==> src/rtl/mjt_pkg.sv <==
// ----------------------------------------------------------------------------
// mjt_pkg
// Shared types, codes and saturating helpers for the minimum-jerk generator.
// ----------------------------------------------------------------------------
package mjt_pkg;

	// fraction bits of normalized time s (unsigned Q2.28)
	localparam int S_FRAC = 28;

	// configuration register indexes
	typedef logic [2:0] reg_idx_t;
	localparam reg_idx_t REG_START_POS = 3'd0;
	localparam reg_idx_t REG_START_VEL = 3'd1;
	localparam reg_idx_t REG_START_ACC = 3'd2;
	localparam reg_idx_t REG_END_POS   = 3'd3;
	localparam reg_idx_t REG_END_VEL   = 3'd4;
	localparam reg_idx_t REG_END_ACC   = 3'd5;
	localparam reg_idx_t REG_PERIOD    = 3'd6;
	localparam reg_idx_t REG_DURATION  = 3'd7;

	// post-multiply scaling
	typedef logic [1:0] shift_t;
	localparam shift_t SH_NONE  = 2'd0;
	localparam shift_t SH_FRAC  = 2'd1;
	localparam shift_t SH_FRAC1 = 2'd2;
	localparam shift_t SH_S     = 2'd3;

	// arithmetic unit operation
	typedef logic op_t;
	localparam op_t OP_MUL = 1'b0;
	localparam op_t OP_DIV = 1'b1;

	typedef struct packed {
		logic   start;
		op_t    op;
		shift_t sh;
	} unit_ctl_t;

	localparam logic signed [63:0] S64_MAX = {1'b0, {63{1'b1}}};
	localparam logic signed [63:0] S64_MIN = {1'b1, {63{1'b0}}};

	function automatic logic signed [63:0] sadd(input logic signed [63:0] a,
		input logic signed [63:0] b);
		logic [64:0] s;
		s = {a[63], a} + {b[63], b};
		if (s[64] != s[63]) begin
			return s[64] ? S64_MIN : S64_MAX;
		end
		return s[63:0];
	endfunction

	function automatic logic signed [63:0] ssub(input logic signed [63:0] a,
		input logic signed [63:0] b);
		logic [64:0] s;
		s = {a[63], a} - {b[63], b};
		if (s[64] != s[63]) begin
			return s[64] ? S64_MIN : S64_MAX;
		end
		return s[63:0];
	endfunction

	function automatic logic signed [31:0] sat32(input logic signed [63:0] a);
		if (a[63] && !(&a[62:31])) begin
			return {1'b1, {31{1'b0}}};
		end
		if (!a[63] && (|a[62:31])) begin
			return {1'b0, {31{1'b1}}};
		end
		return a[31:0];
	endfunction

endpackage

==> src/rtl/mjt_arith_unit.sv <==
// ----------------------------------------------------------------------------
// mjt_arith_unit
// Shared shift-add multiplier with rounding/saturation and restoring divider.
// ----------------------------------------------------------------------------
module mjt_arith_unit #(
	parameter int FRAC_BITS = 16
) (
	input  logic               clk,
	input  logic               arst_n,
	input  mjt_pkg::unit_ctl_t ctl,
	input  logic signed [63:0] opa,
	input  logic [63:0]        opb,
	input  logic [95:0]        dividend,
	input  logic [6:0]         div_steps,
	output logic               done,
	output logic signed [63:0] prod_sat,
	output logic [63:0]        prod_raw,
	output logic [95:0]        quotient,
	output logic [31:0]        remainder
);

	logic              busy_q, done_q, neg_q;
	mjt_pkg::op_t      op_q;
	mjt_pkg::shift_t   sh_q;
	logic [127:0]      acc_q, mcand_q;
	logic [63:0]       mplier_q;
	logic [95:0]       dvd_q, quo_q;
	logic [31:0]       dsr_q, rem_q;
	logic [6:0]        cnt_q;

	logic [63:0]  opa_u, mag;
	logic [127:0] rnd, shifted;
	logic [32:0]  rem_sh, rem_diff;
	logic         rem_ge, ovf, finish;

	always_comb begin
		opa_u = opa;
		mag = opa_u[63] ? (64'd0 - opa_u) : opa_u;
		case (ctl.sh)
			mjt_pkg::SH_FRAC:  rnd = 128'd1 << (FRAC_BITS - 1);
			mjt_pkg::SH_FRAC1: rnd = 128'd1 << FRAC_BITS;
			mjt_pkg::SH_S:     rnd = 128'd1 << (mjt_pkg::S_FRAC - 1);
			default:           rnd = '0;
		endcase
		rem_sh = {rem_q, dvd_q[95]};
		rem_ge = rem_sh >= {1'b0, dsr_q};
		rem_diff = rem_sh - {1'b0, dsr_q};
		finish = (op_q == mjt_pkg::OP_MUL) ? (mplier_q == '0) : (cnt_q == '0);
	end

	// control
	always_ff @(posedge clk or negedge arst_n) begin
		if (!arst_n) begin
			busy_q <= 1'b0;
			done_q <= 1'b0;
		end else begin
			done_q <= !ctl.start && busy_q && finish;
			if (ctl.start) begin
				busy_q <= 1'b1;
			end else if (busy_q && finish) begin
				busy_q <= 1'b0;
			end
		end
	end

	// datapath: load on start, one multiplier bit or one quotient bit a cycle
	always_ff @(posedge clk) begin
		if (ctl.start) begin
			op_q     <= ctl.op;
			sh_q     <= ctl.sh;
			neg_q    <= opa_u[63];
			acc_q    <= rnd;
			mcand_q  <= {64'd0, mag};
			mplier_q <= opb;
			dvd_q    <= dividend;
			dsr_q    <= opb[31:0];
			rem_q    <= '0;
			quo_q    <= '0;
			cnt_q    <= div_steps;
		end else if (busy_q && !finish) begin
			if (op_q == mjt_pkg::OP_MUL) begin
				if (mplier_q[0]) begin
					acc_q <= acc_q + mcand_q;
				end
				mcand_q  <= mcand_q << 1;
				mplier_q <= mplier_q >> 1;
			end else begin
				rem_q <= rem_ge ? rem_diff[31:0] : rem_sh[31:0];
				quo_q <= {quo_q[94:0], rem_ge};
				dvd_q <= dvd_q << 1;
				cnt_q <= cnt_q - 7'd1;
			end
		end
	end

	always_comb begin
		case (sh_q)
			mjt_pkg::SH_FRAC:  shifted = acc_q >> FRAC_BITS;
			mjt_pkg::SH_FRAC1: shifted = acc_q >> (FRAC_BITS + 1);
			mjt_pkg::SH_S:     shifted = acc_q >> mjt_pkg::S_FRAC;
			default:           shifted = acc_q;
		endcase
		ovf = (|shifted[127:64]) || (shifted[63] && (!neg_q || (|shifted[62:0])));
		if (ovf) begin
			prod_sat = neg_q ? mjt_pkg::S64_MIN : mjt_pkg::S64_MAX;
		end else begin
			prod_sat = neg_q ? (64'd0 - shifted[63:0]) : shifted[63:0];
		end
	end

	assign done      = done_q;
	assign prod_raw  = acc_q[63:0];
	assign quotient  = quo_q;
	assign remainder = rem_q;

endmodule

==> config.mk <==
export PLATFORM = sky130hd
export DESIGN_NAME = mjt_arith_unit
export DESIGN_NICKNAME = d
export VERILOG_FILES = /design/src/rtl/mjt_pkg.sv /design/src/rtl/mjt_arith_unit.sv
export SDC_FILE = /design/constraint.sdc
export NUM_CORES = 1
export LEC_CHECK = 0
export BUFFER_PORTS_ARGS = -buffer_cell sky130_fd_sc_hd__buf_2
export CAP_MARGIN = 20
export CORE_MARGIN = 5
export CORE_UTILIZATION = 36
export CTS_CLUSTER_DIAMETER = 40
export CTS_CLUSTER_SIZE = 25
export DETAILED_ROUTE_END_ITERATION = 6
export PLACE_DENSITY = 0.64
export SLEW_MARGIN = 0
export SYNTH_ARGS = -nofsm -noshare
export SYNTH_HDL_FRONTEND = slang
export SYNTH_SLANG_ARGS = --single-unit
==> constraint.sdc <==
create_clock -name clk -period 5.2 [get_ports clk]
set_input_delay 0.26 -clock clk [delete_from_list [all_inputs] [get_ports clk]]
set_output_delay 0.26 -clock clk [all_outputs]
set_load 0.02 [all_outputs]
==> flow_summary_export.csv, run 1 <==
group,metric,value,unit
hold_path,min_to,"mcand_q[14]",
floorplan,core,107000,um2
clocking,clock-root-buffer,"clkbuf_16",
logic_synthesis,synth-async-reset-ratio,0.00340,
logic_synthesis,syn-cell-area,39000,um2
clocking,clkTransAtPathRegs,0.06,ns
routing,drc,20,
logic_synthesis,synth_flop_cell,"edfxtp_1",
place,port_buffers,493,
pwr,power_leakage,18.9,nW
clocking,clk_latency,0.67,ns
sta,timing_worst_slew_pin_value,1.10,ns
sta,setup_slack,0.202,ns
run_status,violations,"design-rule violations",
place,placed_area,42300,um2
logic_synthesis,synth_cell_types,93,
pwr,p_comb_frac,0.369,
sta,finalSetupViolCount,0,
routing,ant_nets,0,
logic_synthesis,syn_avg_cell_area,9.07,um2
cells_and_area,fin_nets,5254,
critical_path,worstReg2RegStart,"mcand_q[0]",
critical_path,ff2ff_setup_slack,0.75,ns
global_routing,first_global_vias,34400,
global_routing,grt_antenna_before_repair,17,
logic_synthesis,synth_nets,4704,
logic_synthesis,synth.ff_latch_count,589,
logic_synthesis,yosys-top-cells-area,"edfxtp_1, dfxtp_1, a21oi_1",
logic_synthesis,synth_edf_count,395,
pwr,power_density,448,nW/um2
pwr,internal_power,12.9,mW
floorplan,die_h,339,um
global_routing,grt-ovfl-total,0,
routing,vias,36100,
critical_path,worstRegToRegCells,13,
pwr,p_switching,8.58,mW
hold_path,hold_path.class,"input port to flip-flop",
place,hpwlAfterDp,104000,um
pwr,p_seq_frac,0.320,
floorplan,die_w,339,um
sta,fin_skew,0.0409,ns
logic_synthesis,syn_inst,4302,
floorplan,die-area,115000,um2
place,place_congestion,0.985,
cells_and_area,fillers,10200,
cells_and_area,final_cell_mix,"nand2_1, a21oi_1, buf_2",
critical_path,required,4.94,ns
floorplan,io_pins,494,
routing,drt-wirelength-per-cell,21.9,um
place,preCtsSetupSlack,0.676,ns
logic_synthesis,yosysTopAreaCell,"edfxtp_1",
clocking,cts_tree,"built",
run_status,status,"finished, violations left",
critical_path,path_buf_inv,6,
critical_path,critPathSlowestCell,"mux4_2",
critical_path,endpoint_kind,"output port",
cells_and_area,syn2layout_area_growth,22.9,%
pwr,ir_worst_vdd,290,uV
critical_path,cp-start-kind,"flip-flop",
hold_path,hold_depth,3,
cells_and_area,utilization,0.447,
clocking,clk_path_buf_depth,3,
sta,slew_viol_final,0,
cells_and_area,design_area,47900,um2
critical_path,crit_top_cell,"buf_12",
hold_path,min_from,"opa[14]",
critical_path,path_class,"flip-flop to output port",
clocking,cts_made_buffers,98,
pwr,p_sw_frac,0.400,
floorplan,std_cell_rows,120,
sta,maxSlewHeadroom,0.266,
routing,firstDrtPassIters,7,
pwr,power.share.clock,0.311,
critical_path,critPathMaxFanout,16,
sta,fin_crit_sh,0.961,
sta,post-route-min-period,5.00,ns
clocking,htree_levels,3,
routing,vias_per_cell,5.69,
global_routing,grt_usage,0.229,
global_routing,grt_start_max_net_pins,146,
critical_path,slowest_delay,0.58,ns
critical_path,arrival,4.74,ns
routing,wirelength,139000,um
cells_and_area,final_common_cell,"nand2_1",
floorplan,start_util,0.363,
cells_and_area,drive_gt1_frac,0.207,
logic_synthesis,ys.warnings.count,0,
clocking,clkSinkCount,589,
pwr,p_total,21.5,mW
critical_path,critical_path.top_delay_family,"simple AND/OR/NAND/NOR gates",
logic_synthesis,synth.yosys.seq_area_share,0.404,
critical_path,crit_chain,"buf_12 > buf_12 > mux4_2 > or2_2 > nand4bb_1 > nor3_2 > nand3_1 > o31ai_4 > nand4_4 > buf_12 > inv_2 > buf_4 > nand2_1 > a21oi_1 > buf_2",
logic_synthesis,synth_top_area_frac,0.304,
sta,hold_viol,0,
global_routing,grt_pass1_wl,210000,um
sta,fmax,200,MHz
critical_path,r2r-end,"acc_q[120]",
routing,drt-initial-drc-count,3416,
flow_run,cap_viol_max_count,0,
worst max path at each step:
stage	start	end	slack (ns)	depth (start not counted)
finish	sh_q[0]	prod_sat[8]	0.20	15
global route	sh_q[0]	prod_sat[61]	-0.01	12
CTS	sh_q[0]	prod_sat[7]	0.09	15
detailed placement	sh_q[0]	prod_sat[45]	0.68	13
global placement	sh_q[0]	prod_sat[45]	0.73	13
floorplan	mplier_q[42]	acc_q[0]	0.05	11
Yosys cell counts (all sizes together), types with 7 or more instances:
cell type,count
nor2b,23
a211o,7
nand2b,16
nand4,87
o21bai,43
and3,25
a221oi,11
a211oi,36
a21o,80
edfxtp,395
nor2,425
buf,89
mux2,169
ha,163
a31oi,43
o21ai,201
nand2,582
clkbuf,222
mux4,63
o21a,35
xor2,120
inv,110
o2111ai,7
nand3,57
or2,32
nor3,103
xnor2,78
o31ai,35
dfxtp,192
o211ai,18
a21boi,13
a311oi,10
o41ai,17
o22a,12
a21oi,526
mux2i,26
o22ai,25
or4,11
or3,41
and2,19
nor4,48
power by group through the flow:
stage	clock, mW	sequential, mW	combinational, mW
floorplan	0	6.32	5.71
global placement	0	6.88	7.63
detailed placement	0	6.90	7.61
CTS	6.80	6.81	7.78
global route	7.03	6.87	8.56
finish	6.68	6.87	7.93
state kept, by name (all words and copies together) (netlist names):
register / count
acc_q: 128
mcand_q: 128
cnt_q: 7
busy_q: 1
mplier_q: 64
neg_q: 1
done: 1
dvd_q: 96
op_q: 1
dsr_q: 32
sh_q: 2
remainder: 32
quotient: 96
logic make-up after synthesis:
| logic type | synth area share |
|---|---|
| mux | 0.0918 |
| buf+inv | 0.0486 |
| fa+ha+maj | 0.0533 |
| simple gates | 0.175 |
| xor+xnor | 0.0445 |
| flops | 0.404 |
| compound gates | 0.183 |
tightest hold or removal path: cells and delay by family:
kind,cells,cell delay [ns]
AO/OA/AOI/OAI,1,0.15
buffers and inverters,1,0.11
XOR/XNOR,1,0.07
metrics by stage:
| step | hold WS, ns | std cells | TNS [ns] |
|---|---|---|---|
| after floorplan | -0.0356 | 4302 | 0 |
| after global placement | 0.0884 | 5939 | 0 |
| after detailed placement | 0.0882 | 5939 | 0 |
| after CTS | 0.00129 | 6335 | 0 |
| after global routing | 0.0262 | 6346 | -0.0109 |
| final | 0.0563 | 6353 | 0 |
final cells by class:
cell class / instances / area (um2) / share of cell area
inverters: 110 / 413 / 0.00861
clock buffers: 115 / 2610 / 0.0544
clock inverters: 69 / 792 / 0.0165
multi-input cells: 3292 / 21400 / 0.447
flip-flops and latches: 589 / 15800 / 0.329
repair buffers: 761 / 5160 / 0.108
diodes: 14 / 35.0 / 0.000731
well taps: 1403 / 1760 / 0.0366
timing repair:
| action | CTS | global route |
|---|---|---|
| setup endpoints to repair | 10 | 44 |
| cloned | 0 | 0 |
| resized for setup | 2 | 2 |
| hold buffers | 209 | 0 |
| endpoints found under the hold margin | 246 | 0 |
| setup buffers | 3 | 3 |
metal layers:
metal  GRT usage  part of all wire
met5           0           0.00015
met4      0.0743             0.032
met3      0.0490             0.085
met2       0.372              0.46
met1       0.306              0.42
Note: power is estimated with default switching activity, not from simulation.
==> inputs of run 2 (changes only) <==
CORE_MARGIN = 1.5   (was 5)
RECOVER_POWER = 25   (was not set)
==> flow_summary_export.csv, run 2 (synthesis results as in run 1) <==
group,metric,value,unit
sta,hold_viol,0,
routing,vias,36100,
clocking,htree_levels,3,
clocking,cts_tree,"built",
global_routing,grt_usage,0.239,
pwr,ir_worst_vdd,331,uV
floorplan,core,107000,um2
clocking,clock-root-buffer,"clkbuf_16",
cells_and_area,final_cell_mix,"nand2_1, a21oi_1, nor2_1",
critical_path,worstRegToRegCells,12,
critical_path,critPathSlowestCell,"edfxtp_1",
global_routing,globalRouteMet3Util,0.0461,
critical_path,path_depth,13,
run_status,status,"finished, violations left",
sta,rsz0062_at_grt,"no",
global_routing,grt_start_max_net_pins,161,
sta,finalSetupViolCount,0,
critical_path,crit_chain,"mux4_2 > nor4_2 > buf_4 > and4_1 > and4b_1 > nand3_1 > o31ai_4 > nand4_4 > buf_6 > nor2_1 > nor2_1 > a21oi_1 > buf_2",
run_status,violations,"design-rule violations, max-capacitance violations, max-slew violations",
cells_and_area,final_common_cell,"nand2_1",
place,placed_area,42300,um2
floorplan,std_cell_rows,120,
critical_path,critical_path.top_delay_family,"simple AND/OR/NAND/NOR gates",
routing,drt-wirelength-per-cell,21.5,um
place,hpwlAfterDp,101000,um
global_routing,first_global_vias,34300,
hold_path,hold_path.class,"input port to flip-flop",
critical_path,critPathMaxFanout,35,
sta,timing_worst_slew_pin_value,3.92,ns
critical_path,endpoint_kind,"output port",
routing,firstDrtPassIters,7,
floorplan,start_util,0.364,
floorplan,die-area,110000,um2
hold_path,hold_depth,3,
sta,fin_crit_sh,0.964,
routing,drt-initial-drc-count,3245,
clocking,clk_latency,0.70,ns
clocking,clkSinkCount,589,
flow_run,cap_viol_max_count,6,
critical_path,slowest_delay,0.63,ns
place,port_buffers,493,
global_routing,grt.met2_usage,0.382,
critical_path,arrival,4.75,ns
routing,drc,1,
critical_path,cp-start-kind,"flip-flop",
critical_path,crit_top_cell,"nor2_1",
clocking,clkTransAtPathRegs,0.05,ns
routing,vias_per_cell,5.64,
cells_and_area,reg_top3,"acc_q: 128 flops, mcand_q: 128 flops",
floorplan,die_h,332,um
sta,fin_skew,0.0482,ns
cells_and_area,drive_gt1_frac,0.179,
critical_path,path_class,"flip-flop to output port",
cells_and_area,syn2layout_area_growth,23.7,%
global_routing,busiest_layer,"met2",
global_routing,grt_pass1_wl,208000,um
routing,ant_nets,0,
floorplan,die_w,332,um
sta,finalSetupTns,0,ns
sta,fmax,199,MHz
critical_path,path_buf_inv,3,
floorplan,io_pins,494,
pwr,power_density,456,nW/um2
clocking,cts_made_buffers,107,
critical_path,required,4.94,ns
place,place_congestion,0.992,
global_routing,grt_antenna_before_repair,16,
routing,wirelength,138000,um
sta,post-route-min-period,5.01,ns
global_routing,grtUsageMet1,0.320,
cells_and_area,fin_nets,5290,
sta,slew_viol_final,479,
clocking,clk_path_buf_depth,3,
global_routing,grt-ovfl-total,0,
cells_and_area,fillers,10400,
pwr,power_leakage,18.5,nW
sta,maxSlewHeadroom,-1.62,
cells_and_area,design_area,48300,um2
## run 2: cell count changes in the layout (fill, tap and decap cells not counted), moves of 5 or more
cell           previous run  this run
buf_12                   11         6
clkinv_16                 1         7
buf_4                    46        58
clkbuf_16               101       107
mux2_2                  169       158
inv_8                    13         3
dlygate4sd3_1           209       222
diode_2                  14         8
mux2_1                    0        11
clkinvlp_4                4        10
clkinv_2                  9        14
clkbuf_1                 11       165
buf_2                   492       340
## run 2: final cells by class
type | count | area [um2] | share of cell area
Multi-Input combinational cell | 3294 | 21400 | 0.444
Sequential cell | 589 | 15800 | 0.326
Timing Repair Buffer | 786 | 5110 | 0.106
Clock buffer | 120 | 2760 | 0.0571
Tap cell | 1403 | 1760 | 0.0364
Clock inverter | 83 | 1010 | 0.0210
Inverter | 110 | 413 | 0.00855
Antenna cell | 8 | 20.0 | 0.000415
## run 2: where the power goes
| part | internal (mW) | switching, mW |
|---|---|---|
| Sequential | 5.83 | 1.05 |
| Combinational | 2.98 | 4.95 |
| Clock | 4.39 | 2.78 |
## run 2: what timing repair did
| item | in CTS | in global routing |
|---|---|---|
| cloned | 0 | 2 |
| setup endpoints to repair | 60 | 26 |
| buffers inserted | 5 | 9 |
| pin swaps | 0 | 2 |
| hold endpoints to repair | 257 | 0 |
| hold buffers | 222 | 0 |
| gates resized for setup | 0 | 3 |
## run 2: metrics by stage
step,setup WS (ns),std cells,util,hold slack [ns],power [mW]
floorplan,0.0486,4302,-,-0.0356,12.0
global placement,0.486,5944,0.395,0.0803,14.5
detailed placement,0.445,5944,0.395,0.0828,14.5
CTS,0.0366,6374,0.451,0.000162,21.9
global route,0.00972,6393,0.450,0.0353,23.0
finish,0.186,6393,0.450,0.0475,22.0
## run 2: path summary, 6_finish.rpt
path	startpoint	end	slack, ns
min in group asynchronous	arst_n	done	0.53
worst min register to register	quotient[64]	quotient[65]	0.42
max in group asynchronous	arst_n	busy_q	4.50
worst max register to register	mcand_q[0]	acc_q[120]	0.51
worst min-delay path	opa[40]	mcand_q[40]	0.05
worst max-delay path	acc_q[30]	prod_sat[6]	0.19
## run 2: layer usage
layer | wire length, um | share of wire
met5 | 85 | 0.00062
met4 | 5300 | 0.039
met2 | 62600 | 0.45
met1 | 58800 | 0.43
met3 | 10800 | 0.079
## run 2: worst reg2reg max path: stages (launching register included)
cell	delay, ns
edfxtp_1	0.46
ha_1	0.27
fa_1	0.41
a21o_1	0.21
a221o_1	0.42
a22o_1	0.28
a31o_2	0.28
a41oi_1	0.47
o31a_1	0.31
o21bai_1	0.25
a211o_1	0.39
a41oi_1	0.30
mux2_2	0.36
